$ cat src/hw/rtl/t3ma_pkg.sv
// Types and constants of the T3 moving average filter.
package t3ma_pkg;

  localparam int SAMPLE_W   = 32;
  localparam int CELL_W     = 48;
  localparam int DIFF_W     = CELL_W + 1;
  localparam int ALPHA_W    = 17;
  localparam int VF_W       = 16;
  localparam int COEF_W     = ALPHA_W;
  localparam int CFG_IDX_W  = 2;
  localparam int CFG_DATA_W = ALPHA_W;

  localparam int NUM_STAGES = 3;
  localparam int STAGE_W    = 2;

  // Split multiply: low part unsigned, high part signed.
  localparam int LO_W    = 24;
  localparam int HI_W    = DIFF_W - LO_W;
  localparam int MUL_A_W = HI_W;
  localparam int MUL_B_W = COEF_W + 1;
  localparam int MUL_W   = MUL_A_W + MUL_B_W;
  localparam int ACC_W   = 68;

  localparam int ALPHA_SHIFT = 16;
  localparam int VF_SHIFT    = 12;

  localparam logic [ALPHA_W-1:0] ALPHA_ONE   = 17'd65536;
  localparam logic [ALPHA_W-1:0] ALPHA_RESET = 17'd21845;
  localparam logic [VF_W-1:0]    VF_RESET    = 16'd2867;

  localparam logic [CFG_IDX_W-1:0] CFG_ALPHA = 2'd0;
  localparam logic [CFG_IDX_W-1:0] CFG_VF    = 2'd1;

  localparam logic [STAGE_W-1:0] LAST_STAGE = STAGE_W'(NUM_STAGES - 1);

  typedef enum logic [2:0] {
    ST_IDLE,
    ST_SUB,
    ST_MLO,
    ST_MHI,
    ST_ACC,
    ST_DONE
  } t3ma_state_t;

  typedef enum logic [1:0] {
    OP_FAST,
    OP_SLOW,
    OP_GD
  } t3ma_op_t;

  typedef struct packed {
    t3ma_state_t          state;
    t3ma_op_t             op;
    logic [STAGE_W-1:0]   stage;
    logic                 accept;
    logic                 prime;
    logic                 out_load;
  } t3ma_ctl_t;

endpackage

$ cat src/hw/rtl/t3ma_mul_unit.sv
// Shared multiply-round-add unit: base + round(diff * coef / 2^sh), saturated.
module t3ma_mul_unit (
  input  logic                                 clk,
  input  t3ma_pkg::t3ma_ctl_t                  ctl,
  input  logic signed [t3ma_pkg::CELL_W-1:0]   opa,
  input  logic signed [t3ma_pkg::CELL_W-1:0]   opb,
  input  logic signed [t3ma_pkg::CELL_W-1:0]   base,
  input  logic        [t3ma_pkg::COEF_W-1:0]   coef,
  input  logic                                 vf_sel,
  output logic signed [t3ma_pkg::CELL_W-1:0]   res
);

  logic signed [t3ma_pkg::DIFF_W-1:0]  diff_r;
  logic signed [t3ma_pkg::CELL_W-1:0]  base_r;
  logic        [t3ma_pkg::COEF_W-1:0]  coef_r;
  logic                                vf_sel_r;
  logic signed [t3ma_pkg::MUL_W-1:0]   p_r;
  logic signed [t3ma_pkg::MUL_W-1:0]   q_r;
  logic signed [t3ma_pkg::ACC_W-1:0]   s_r;
  logic signed [t3ma_pkg::ACC_W-1:0]   s_nxt;

  logic signed [t3ma_pkg::MUL_A_W-1:0] mul_a;
  logic signed [t3ma_pkg::MUL_B_W-1:0] mul_b;
  logic signed [t3ma_pkg::MUL_W-1:0]   prod;

  logic signed [t3ma_pkg::ACC_W-1:0]   p_ext;
  logic signed [t3ma_pkg::ACC_W-1:0]   q_ext;
  logic signed [t3ma_pkg::ACC_W-1:0]   base_ext;
  logic signed [t3ma_pkg::ACC_W-1:0]   rnd;
  logic signed [t3ma_pkg::ACC_W-1:0]   sum;
  logic signed [t3ma_pkg::ACC_W-1:0]   shifted;
  logic        [t3ma_pkg::ACC_W-t3ma_pkg::CELL_W:0] upper;

  // one multiplier: low digit (zero-extended) then high digit (signed)
  always_comb begin
    if (ctl.state == t3ma_pkg::ST_MLO) begin
      mul_a = $signed({1'b0, diff_r[t3ma_pkg::LO_W-1:0]});
    end else begin
      mul_a = diff_r[t3ma_pkg::DIFF_W-1:t3ma_pkg::LO_W];
    end
    mul_b = $signed({1'b0, coef_r});
  end

  assign prod = mul_a * mul_b;

  // base folded in as base << sh so the final step is one add and a shift
  always_comb begin
    p_ext    = {{(t3ma_pkg::ACC_W - t3ma_pkg::MUL_W){p_r[t3ma_pkg::MUL_W-1]}}, p_r};
    base_ext = {{(t3ma_pkg::ACC_W - t3ma_pkg::CELL_W){base_r[t3ma_pkg::CELL_W-1]}}, base_r};
    if (vf_sel_r) begin
      rnd   = t3ma_pkg::ACC_W'(1) <<< (t3ma_pkg::VF_SHIFT - 1);
      s_nxt = p_ext + rnd + (base_ext <<< t3ma_pkg::VF_SHIFT);
    end else begin
      rnd   = t3ma_pkg::ACC_W'(1) <<< (t3ma_pkg::ALPHA_SHIFT - 1);
      s_nxt = p_ext + rnd + (base_ext <<< t3ma_pkg::ALPHA_SHIFT);
    end
  end

  always_ff @(posedge clk) begin
    case (ctl.state)
      t3ma_pkg::ST_SUB: begin
        diff_r   <= {opa[t3ma_pkg::CELL_W-1], opa} - {opb[t3ma_pkg::CELL_W-1], opb};
        base_r   <= base;
        coef_r   <= coef;
        vf_sel_r <= vf_sel;
      end
      t3ma_pkg::ST_MLO: begin
        p_r <= prod;
      end
      t3ma_pkg::ST_MHI: begin
        q_r <= prod;
        s_r <= s_nxt;
      end
      default: begin
      end
    endcase
  end

  always_comb begin
    q_ext = {{(t3ma_pkg::ACC_W - t3ma_pkg::MUL_W){q_r[t3ma_pkg::MUL_W-1]}}, q_r};
    sum   = (q_ext <<< t3ma_pkg::LO_W) + s_r;
    if (vf_sel_r) begin
      shifted = sum >>> t3ma_pkg::VF_SHIFT;
    end else begin
      shifted = sum >>> t3ma_pkg::ALPHA_SHIFT;
    end
    upper = shifted[t3ma_pkg::ACC_W-1:t3ma_pkg::CELL_W-1];
    if ((&upper) || (~|upper)) begin
      res = shifted[t3ma_pkg::CELL_W-1:0];
    end else if (upper[t3ma_pkg::ACC_W-t3ma_pkg::CELL_W]) begin
      res = {1'b1, {(t3ma_pkg::CELL_W-1){1'b0}}};
    end else begin
      res = {1'b0, {(t3ma_pkg::CELL_W-1){1'b1}}};
    end
  end

endmodule

$ cat src/hw/rtl/t3ma_ctrl.sv
// Sequencer of the T3 filter: steps stages, operations and unit phases.
module t3ma_ctrl (
  input  logic                 clk,
  input  logic                 rst_n,
  input  logic                 in_valid,
  input  logic                 in_start_req,
  input  logic                 out_valid,
  input  logic                 out_stall,
  output logic                 in_stall,
  output t3ma_pkg::t3ma_ctl_t  ctl
);

  t3ma_pkg::t3ma_state_t          state_r, state_nxt;
  t3ma_pkg::t3ma_op_t             op_r, op_nxt;
  logic [t3ma_pkg::STAGE_W-1:0]   stage_r, stage_nxt;
  logic                           primed_r, primed_nxt;
  logic                           accept;
  logic                           prime;
  logic                           out_load;

  always_ff @(posedge clk) begin
    if (!rst_n) begin
      state_r  <= t3ma_pkg::ST_IDLE;
      op_r     <= t3ma_pkg::OP_FAST;
      stage_r  <= '0;
      primed_r <= 1'b0;
    end else begin
      state_r  <= state_nxt;
      op_r     <= op_nxt;
      stage_r  <= stage_nxt;
      primed_r <= primed_nxt;
    end
  end

  always_comb begin
    state_nxt  = state_r;
    op_nxt     = op_r;
    stage_nxt  = stage_r;
    primed_nxt = primed_r;
    accept     = 1'b0;
    prime      = 1'b0;
    out_load   = 1'b0;
    case (state_r)
      t3ma_pkg::ST_IDLE: begin
        if (in_valid) begin
          accept = 1'b1;
          if (in_start_req || !primed_r) begin
            prime      = 1'b1;
            primed_nxt = 1'b1;
            state_nxt  = t3ma_pkg::ST_DONE;
          end else begin
            op_nxt    = t3ma_pkg::OP_FAST;
            stage_nxt = '0;
            state_nxt = t3ma_pkg::ST_SUB;
          end
        end
      end
      t3ma_pkg::ST_SUB: state_nxt = t3ma_pkg::ST_MLO;
      t3ma_pkg::ST_MLO: state_nxt = t3ma_pkg::ST_MHI;
      t3ma_pkg::ST_MHI: state_nxt = t3ma_pkg::ST_ACC;
      t3ma_pkg::ST_ACC: begin
        state_nxt = t3ma_pkg::ST_SUB;
        case (op_r)
          t3ma_pkg::OP_FAST: op_nxt = t3ma_pkg::OP_SLOW;
          t3ma_pkg::OP_SLOW: op_nxt = t3ma_pkg::OP_GD;
          default: begin
            op_nxt = t3ma_pkg::OP_FAST;
            if (stage_r == t3ma_pkg::LAST_STAGE) begin
              state_nxt = t3ma_pkg::ST_DONE;
            end else begin
              stage_nxt = stage_r + 1'b1;
            end
          end
        endcase
      end
      t3ma_pkg::ST_DONE: begin
        if (!out_valid || !out_stall) begin
          out_load  = 1'b1;
          state_nxt = t3ma_pkg::ST_IDLE;
        end
      end
      default: state_nxt = t3ma_pkg::ST_IDLE;
    endcase
  end

  assign in_stall = (state_r != t3ma_pkg::ST_IDLE);

  always_comb begin
    ctl.state    = state_r;
    ctl.op       = op_r;
    ctl.stage    = stage_r;
    ctl.accept   = accept;
    ctl.prime    = prime;
    ctl.out_load = out_load;
  end

endmodule

$ cat src/hw/rtl/t3_moving_average_filter.sv
// Top level of the T3 moving average filter.
//
// Input channel: in_valid / in_stall carry one signed Q16.16 sample and a
// start_req flag per beat. Output channel: out_valid / out_stall carry one
// saturated T3 value per input beat, in order.
// Config: cfg_we writes cfg_wdata to register cfg_index (0 = alpha, Q1.16,
// 1 = volume factor, Q4.12); unknown indexes are dropped. Write only when idle.
//
// A priming beat (first after reset, or start_req set) is echoed through
// the done state into the output register. Any other beat runs nine
// multiply-round-add operations (fast EMA, slow EMA, GD per stage, three
// stages) on one shared 25x18 multiplier, each as subtract, low digit, high
// digit and accumulate steps, then passes through the done state into the
// output register. The next beat is taken only once the block is back in
// idle.
// in_stall is high while an item is in flight. The finished result sits in
// the output register; a stalled receiver holds the block in its final step
// only if a second result is ready before the first is taken.
// Reset (rst_n low, synchronous) clears control state and reloads the
// default alpha and volume factor; the EMA cells are refilled by priming.
module t3_moving_average_filter (
  input  logic                                   clk,
  input  logic                                   rst_n,
  input  logic                                   in_valid,
  output logic                                   in_stall,
  input  logic signed [t3ma_pkg::SAMPLE_W-1:0]   in_sample,
  input  logic                                   in_start_req,
  output logic                                   out_valid,
  input  logic                                   out_stall,
  output logic signed [t3ma_pkg::SAMPLE_W-1:0]   out_t3_value,
  input  logic                                   cfg_we,
  input  logic        [t3ma_pkg::CFG_IDX_W-1:0]  cfg_index,
  input  logic        [t3ma_pkg::CFG_DATA_W-1:0] cfg_wdata
);

  t3ma_pkg::t3ma_ctl_t ctl;

  logic [t3ma_pkg::ALPHA_W-1:0] alpha_r;
  logic [t3ma_pkg::VF_W-1:0]    vf_r;
  logic [t3ma_pkg::ALPHA_W-1:0] alpha_eff;

  // EMA cells, one pair per GD stage
  logic signed [t3ma_pkg::CELL_W-1:0] fast_r [t3ma_pkg::NUM_STAGES];
  logic signed [t3ma_pkg::CELL_W-1:0] slow_r [t3ma_pkg::NUM_STAGES];
  // running stage input / final GD value
  logic signed [t3ma_pkg::CELL_W-1:0] x_r;
  logic signed [t3ma_pkg::CELL_W-1:0] sample_ext;

  logic signed [t3ma_pkg::CELL_W-1:0] opa, opb, base, res;
  logic        [t3ma_pkg::COEF_W-1:0] coef;
  logic                               vf_sel;

  logic                                 out_valid_r, out_valid_nxt;
  logic signed [t3ma_pkg::SAMPLE_W-1:0] out_t3_value_r;
  logic signed [t3ma_pkg::SAMPLE_W-1:0] x_sat;
  logic [t3ma_pkg::CELL_W-t3ma_pkg::SAMPLE_W:0] x_upper;

  t3ma_ctrl u_ctrl (
    .clk          (clk),
    .rst_n        (rst_n),
    .in_valid     (in_valid),
    .in_start_req (in_start_req),
    .out_valid    (out_valid_r),
    .out_stall    (out_stall),
    .in_stall     (in_stall),
    .ctl          (ctl)
  );

  // configuration registers
  always_ff @(posedge clk) begin
    if (!rst_n) begin
      alpha_r <= t3ma_pkg::ALPHA_RESET;
      vf_r    <= t3ma_pkg::VF_RESET;
    end else if (cfg_we) begin
      case (cfg_index)
        t3ma_pkg::CFG_ALPHA: alpha_r <= cfg_wdata;
        t3ma_pkg::CFG_VF:    vf_r    <= cfg_wdata[t3ma_pkg::VF_W-1:0];
        default: begin
        end
      endcase
    end
  end

  // alpha above 1.0 acts as 1.0
  assign alpha_eff = (alpha_r > t3ma_pkg::ALPHA_ONE) ? t3ma_pkg::ALPHA_ONE : alpha_r;

  assign sample_ext = {{(t3ma_pkg::CELL_W - t3ma_pkg::SAMPLE_W){in_sample[t3ma_pkg::SAMPLE_W-1]}},
                       in_sample};

  // operand select for the shared unit
  //   fast: f + R((x - f) * a)   slow: w + R((f - w) * a)   gd: f + R((f - w) * v)
  always_comb begin
    case (ctl.op)
      t3ma_pkg::OP_FAST: begin
        opa    = x_r;
        opb    = fast_r[ctl.stage];
        base   = fast_r[ctl.stage];
        coef   = alpha_eff;
        vf_sel = 1'b0;
      end
      t3ma_pkg::OP_SLOW: begin
        opa    = fast_r[ctl.stage];
        opb    = slow_r[ctl.stage];
        base   = slow_r[ctl.stage];
        coef   = alpha_eff;
        vf_sel = 1'b0;
      end
      default: begin
        opa    = fast_r[ctl.stage];
        opb    = slow_r[ctl.stage];
        base   = fast_r[ctl.stage];
        coef   = {1'b0, vf_r};
        vf_sel = 1'b1;
      end
    endcase
  end

  t3ma_mul_unit u_mul (
    .clk    (clk),
    .ctl    (ctl),
    .opa    (opa),
    .opb    (opb),
    .base   (base),
    .coef   (coef),
    .vf_sel (vf_sel),
    .res    (res)
  );

  // cell and stage-input write-back
  always_ff @(posedge clk) begin
    if (ctl.prime) begin
      for (int k = 0; k < t3ma_pkg::NUM_STAGES; k++) begin
        fast_r[k] <= sample_ext;
        slow_r[k] <= sample_ext;
      end
    end else if (ctl.state == t3ma_pkg::ST_ACC) begin
      case (ctl.op)
        t3ma_pkg::OP_FAST: fast_r[ctl.stage] <= res;
        t3ma_pkg::OP_SLOW: slow_r[ctl.stage] <= res;
        default: begin
        end
      endcase
    end
  end

  always_ff @(posedge clk) begin
    if (ctl.accept) begin
      x_r <= sample_ext;
    end else if (ctl.state == t3ma_pkg::ST_ACC && ctl.op == t3ma_pkg::OP_GD) begin
      x_r <= res;
    end
  end

  // saturate the last GD to the sample format
  always_comb begin
    x_upper = x_r[t3ma_pkg::CELL_W-1:t3ma_pkg::SAMPLE_W-1];
    if ((&x_upper) || (~|x_upper)) begin
      x_sat = x_r[t3ma_pkg::SAMPLE_W-1:0];
    end else if (x_upper[t3ma_pkg::CELL_W-t3ma_pkg::SAMPLE_W]) begin
      x_sat = {1'b1, {(t3ma_pkg::SAMPLE_W-1){1'b0}}};
    end else begin
      x_sat = {1'b0, {(t3ma_pkg::SAMPLE_W-1){1'b1}}};
    end
  end

  // output register
  always_comb begin
    if (ctl.out_load) begin
      out_valid_nxt = 1'b1;
    end else begin
      out_valid_nxt = out_valid_r && out_stall;
    end
  end

  always_ff @(posedge clk) begin
    if (!rst_n) begin
      out_valid_r <= 1'b0;
    end else begin
      out_valid_r <= out_valid_nxt;
    end
  end

  always_ff @(posedge clk) begin
    if (ctl.out_load) begin
      out_t3_value_r <= x_sat;
    end
  end

  assign out_valid    = out_valid_r;
  assign out_t3_value = out_t3_value_r;

endmodule

$ cat config.mk
export PLATFORM = sky130hd
export DESIGN_NAME = t3_moving_average_filter
export DESIGN_NICKNAME = d
export VERILOG_FILES = /design/src/hw/rtl/t3ma_pkg.sv /design/src/hw/rtl/t3ma_mul_unit.sv /design/src/hw/rtl/t3ma_ctrl.sv /design/src/hw/rtl/t3_moving_average_filter.sv
export SDC_FILE = /design/constraint.sdc
export NUM_CORES = 2
export LEC_CHECK = 0
export BUFFER_PORTS_ARGS = -buffer_cell sky130_fd_sc_hd__buf_2
export CORE_UTILIZATION = 55
export DETAILED_ROUTE_END_ITERATION = 8
export PLACE_DENSITY = 0.72
export SYNTH_ARGS = -nofsm -noshare
export SYNTH_HDL_FRONTEND = slang
export SYNTH_SLANG_ARGS = --single-unit
$ cat constraint.sdc
create_clock -name clk -period 12.2 [get_ports clk]
set_clock_uncertainty 0.15 [all_clocks]
set_input_delay 1.22 -clock clk [delete_from_list [all_inputs] [get_ports clk]]
set_output_delay 1.22 -clock clk [all_outputs]
set_load 0.02 [all_outputs]
### Word-level counts from Yosys, hierarchy flattened

Memories as Yosys holds them, arrays and structs flattened. A register that Yosys moved wholly into a read port is not among the register bits.
Cells that the tools add are included.

* add/subtract/negate cells: 7
* $mul: 1
* magnitude comparators: 1
* equal/unequal tests: 14
* muxes and demuxes: 56
* reductions and logical operators: 30

Operator list (number)
* 48-bit two-way mux: 9
* 48-bit OR reduction: 2
* 67-bit by 68-bit adder with 68-bit output: 1
* 68-bit two-way mux: 1
* 44-bit by 64-bit adder with 65-bit output: 1
* 32-bit two-way mux: 2
* 44-bit by 60-bit adder with 61-bit output: 1
* 55-bit two-way mux: 1
* 48-bit by 48-bit subtractor with 49-bit output: 1
* 43-bit by 13-bit adder with 44-bit output, second input constant: 1
* 43-bit by 17-bit adder with 44-bit output, second input constant: 1
* 25-bit by 18-bit multiplier with 43-bit output: 1
* 25-bit two-way mux: 1
* 1-bit two-way mux: 21
* 21-bit AND reduction: 1
* 21-bit OR reduction: 1
* 2-bit two-way mux: 10
* 3-bit one-hot mux with 6 select lines: 1
* 17-bit greater-than comparator, second input constant: 1
* 17-bit two-way mux: 1
* 17-bit AND reduction: 1
* 17-bit OR reduction: 1
* 16-bit two-way mux: 1
* 3-bit two-way mux: 5
* other kinds (20): 42

* register bits after elaboration: 391
* memory bits (writable): 288
* bits of input ports: 57
* output and inout port bits: 34
* word-level logic and storage cells: 128
* memories: 2

Memories
* fast_r: words 3, width 48, rd ports 1, clocked after memory_dff 1, wr ports 3, line t3_moving_average_filter.sv:43 `logic signed [t3ma_pkg::CELL_W-1:0] fast_r [t3ma_pkg::NUM_STAGES];`
* slow_r: words 3, width 48, rd ports 1, clocked after memory_dff 1, wr ports 3, line t3_moving_average_filter.sv:44 `logic signed [t3ma_pkg::CELL_W-1:0] slow_r [t3ma_pkg::NUM_STAGES];`

### Logic depth before layout (Yosys ltp)

* depth after elaboration: 9
* mapped depth: 30
* mapped depth without buffers: 27

### Hierarchy

A second synthesis with hierarchy kept.

* cells, all modules: 5724
* area total of the unflattened synthesis: 59188.0 um^2

By module, submodules not included
* t3ma_mul_unit: times used 1, cells an instance 3827, area each 35073.6 um^2, seq. area each 7297.0 um^2
* t3_moving_average_filter: times used 1, cells an instance 1841, area each 23613.9 um^2, seq. area each 14614.0 um^2
* t3ma_ctrl: times used 1, cells an instance 56, area each 500.5 um^2, seq. area each 160.2 um^2

### Worst setup path before layout

OpenSTA, ideal clock, no wires.

* path type: reg2reg
* start: register u_ctrl.state_r[0]
* end: register u_mul.base_r[0] in the netlist's numbering, enable pin
* library setup time: 0.754 ns
* data arrival time: 8.937 ns
* data required time: 11.296 ns
* slack: 2.360 ns
* stages on the path, launching flop included: 3
* path buffers: 1
* clock period less this slack: 9.840 ns
* cell sequence: dfxtp_1 clkbuf_1 nor3b_1

* word-level cells in the longest chain between the ends: 1

Ends and longest elaborated chain
* start, declared: line t3ma_ctrl.sv:13 `t3ma_pkg::t3ma_state_t state_r, state_nxt;`
* start signal, assigned: line t3ma_ctrl.sv:23 `state_r <= t3ma_pkg::ST_IDLE;`
* start signal, assigned: line t3ma_ctrl.sv:28 `state_r <= state_nxt;`
* 3-bit by 1-bit equality test with 1-bit output: line t3ma_mul_unit.sv:60 `case (ctl.state)`
* end signal, assigned: line t3ma_mul_unit.sv:63 `base_r <= base;`
* end, declared: line t3ma_mul_unit.sv:14 `logic signed [t3ma_pkg::CELL_W-1:0] base_r;`

No other way between the ends.
A chain may end at the register's enable or synchronous reset.

### Worst setup path after layout

* start: register u_ctrl.state_r[1]
* end: register u_mul.p_r[40] in the netlist's numbering (data pin)

* word-level cells in the longest chain between the ends: 3

Ends and longest elaborated chain
* 3-bit by 2-bit equality test with 1-bit output: line t3ma_mul_unit.sv:36 `if (ctl.state == t3ma_pkg::ST_MLO) begin`
* 25-bit two-way mux: line t3ma_mul_unit.sv:36
* 25-bit by 18-bit multiplier with 43-bit output: line t3ma_mul_unit.sv:44 `assign prod = mul_a * mul_b;`
* net u_mul.prod (one bit): line t3ma_mul_unit.sv:24 `logic signed [t3ma_pkg::MUL_W-1:0] prod;`
* end signal, assigned: line t3ma_mul_unit.sv:68 `p_r <= prod;`
* end, declared: line t3ma_mul_unit.sv:17 `logic signed [t3ma_pkg::MUL_W-1:0] p_r;`

The timed path passes the listed nets, and every way through them passes these cells.

==> results.md <==
- Initial DRC count: approximately 4,800
- CTS tree: built
- Syn Std Cell Area: 57,400 sq um
- Synth async-reset ratio: 0
- Initial antenna violation count: 7
- DR pass1 iterations: 6
- Setup TNS: 0 ns
- Post-cts resize count: 0
- Tot GR Track Use: 0.317
- Total Routed Length: 166,000 um
- Commonest cells in the netlist: 707 x edfxtp_1, 627 x inv_1, 590 x nand2_1
- Clk_lat worst skew: about 0.65 ns
- Vias per std cell: 6.21
- Post-layout net count: about 6,000
- Root Buffer: clkbuf_16
- Detail Placement HPWL: ~120,000 um
- Core area: 103,000 sq um
- WL per Instance: ~25 um
- Clock Tree Buf Depth: 3
- Synth top area cells: edfxtp_1 37%, fa_1 15%, ha_1 6.0%
- Most frequent cell after synthesis: edfxtp_1
- Slew margin rel.: 0.133
- Largest net degree at the start of global routing: 78
- Non-Filler Instances: between 6,000 and 7,000
- Warnings from Yosys: 0
- Final ANT Viol Nets: 0
- Tmin final: 9.17 ns
- Die area: 106,000 sq um
- P&R area growth vs syn: 7.43%
- Flops & latches, synth: about 750
- Largest area contributor in the netlist: edfxtp_1
- Clock slew at reported path FFs: around 0.06 ns
- Vias in the first global route: 41,400
- Highest clock rate: approximately 0.11 GHz
- Max Cap Violations: 0
- Ys flop type: edfxtp_1
- RePlAce Congestion: a little under 1
- CTS buffer count: 77
- Cells after DPL: 6,613
- Hold violation total from the final report: 0
- First-pass GRT wire length: 254,000 um
- Worst min path class: reg -> reg
- Clock Sinks: between 700 and 800
- Initial core utilization: 0.555
- Grt ovf: 0
- Synth cell types: 88
- CP Class: reg -> reg
- Final core occ: 0.596
- Synth Instances: approximately 5,300
- CTS H-tree depth: 3
- Max FO, Critical Path: 46
- Syn avg cell area: about 11 sq um
- DRC: 0
- Startpoint Class: flop
- Max Slew Vio Count: 0
- RSZ-0062 raised after global routing: false
- Final Cycle Share: 0.752
- Status: complete, no violations
- Number of synthesized flops with an enable pin: slightly above 700
- Port Buffers: 90
- Fraction of layout cells with a size suffix above 1: 0.112
- Die Span X: ~330 um
- Worst-Margin Slew: between 1 and 1.5 ns
- Final setup violation count: 0
- Cell Rows: approximately 120
- Post-CTS Setup Inserts: 0
- I/O pin count: 91
- DIE HEIGHT: approximately 330 um
- Post-Syn Nets: about 6,100
- Cts hold-fix bufs: 0
- Sequential area share after synthesis: 0.385
- Via count: about 42,000
- CP arrival: 9.41 ns
- Critical Path Sink Type: flop
- Required time worst endpoint: 12.43 ns
- Share of the synthesized area in the top cell type: 0.370
## area by class of cell
cell class	instances	area (sq um)
fill	8439	41800
clock buffer	88	2020
multi-input combinational	3703	32000
tap	1380	1730
timing repair buffer	151	908
clock inverter	55	536
sequential	751	22100
antenna	4	10.0
inverter	628	2360
## flip-flops by register name, summed over array words and instances (netlist names), 17 cells and up, named ones only
register and cells:
fast_r 192, slow_r 192, u_mul.s_r 53, u_mul.diff_r 49, u_mul.base_r 48, x_r 48
u_mul.q_r 43, out_t3_value 32, u_mul.p_r 32, alpha_r 17, u_mul.coef_r 17
## cell families (layout without fill, tap and decap cells)
family / after synthesis / count (layout) / synth area share
mux: 300 / 300 / 0.0761
buf+inv: 889 / 922 / 0.0595
compound gates: 1172 / 1172 / 0.132
fa+ha+maj: 697 / 697 / 0.207
xor+xnor: 201 / 201 / 0.0307
simple gates: 1333 / 1333 / 0.110
other cells: 0 / 4 / 0
flops: 751 / 751 / 0.385
## worst max-delay path, cell delays in order (launching register included)
cell	delay, ns
dfxtp_1	0.51
nor3b_2	0.24
buf_4	0.61
mux2_2	0.57
and2_1	0.23
fa_1	0.53
inv_1	0.05
fa_1	0.47
inv_1	0.06
fa_1	0.50
fa_1	0.52
fa_1	0.61
inv_1	0.08
fa_1	0.54
inv_1	0.04
ha_1	0.35
a21o_1	0.21
a21o_1	0.17
a21oi_1	0.16
o21ai_0	0.14
o41ai_1	0.74
nand4_1	0.29
nand3_1	0.14
nand3_1	0.10
o41ai_1	0.43
o21ai_0	0.18
xor2_1	0.19
## worst paths after layout
| check | from | to | slack, ns | depth (start not counted) |
|---|---|---|---|---|
| hold reg to reg | vf_r[2] | vf_r[2] | 0.32 | 2 |
| setup / recovery | u_ctrl.state_r[1] | u_mul.p_r[40] | 3.03 | 26 |
| hold / removal | vf_r[2] | vf_r[2] | 0.32 | 2 |
| setup reg to reg | u_ctrl.state_r[1] | u_mul.p_r[40] | 3.03 | 26 |
## metrics by stage
step / setup slack (ns) / hold slack [ns] / area (sq um)
5_1_grt: 2.47 / 0.343 / 61700
2_1_floorplan: 2.36 / 0.292 / 57400
3_5_place_dp: 3.13 / 0.308 / 59100
3_3_place_gp: 3.22 / 0.302 / 59100
4_1_cts: 3.08 / 0.319 / 61700
6_report: 3.03 / 0.316 / 61700
## layer usage
metal  up-vias  routed length (um)  GRT usage
li1      18600                   -          -
met1     20900               67400      0.445
met2      2214               77000      0.501
met3       324               16500     0.0515
met4         4                5230      0.107
met5         -                  27          0
## cell usage in the layout, fill, tap and decap left out, types with 44 or more instances in the layout
master,instances
xnor2_1,127
o21ai_0,368
inv_1,627
clkbuf_16,78
a21o_1,124
a21oi_1,280
nor2b_1,44
mux4_2,96
buf_4,61
edfxtp_1,707
and2_1,215
mux2i_1,68
mux2_2,135
nand3_1,68
buf_2,90
xor2_1,74
nand2_1,577
nor2_1,198
fa_1,420
a22o_1,87
ha_1,277
Power is left out: the tool's default activity adds up to more than one toggle a clock period on the data nets, which glitch-free logic cannot reach.
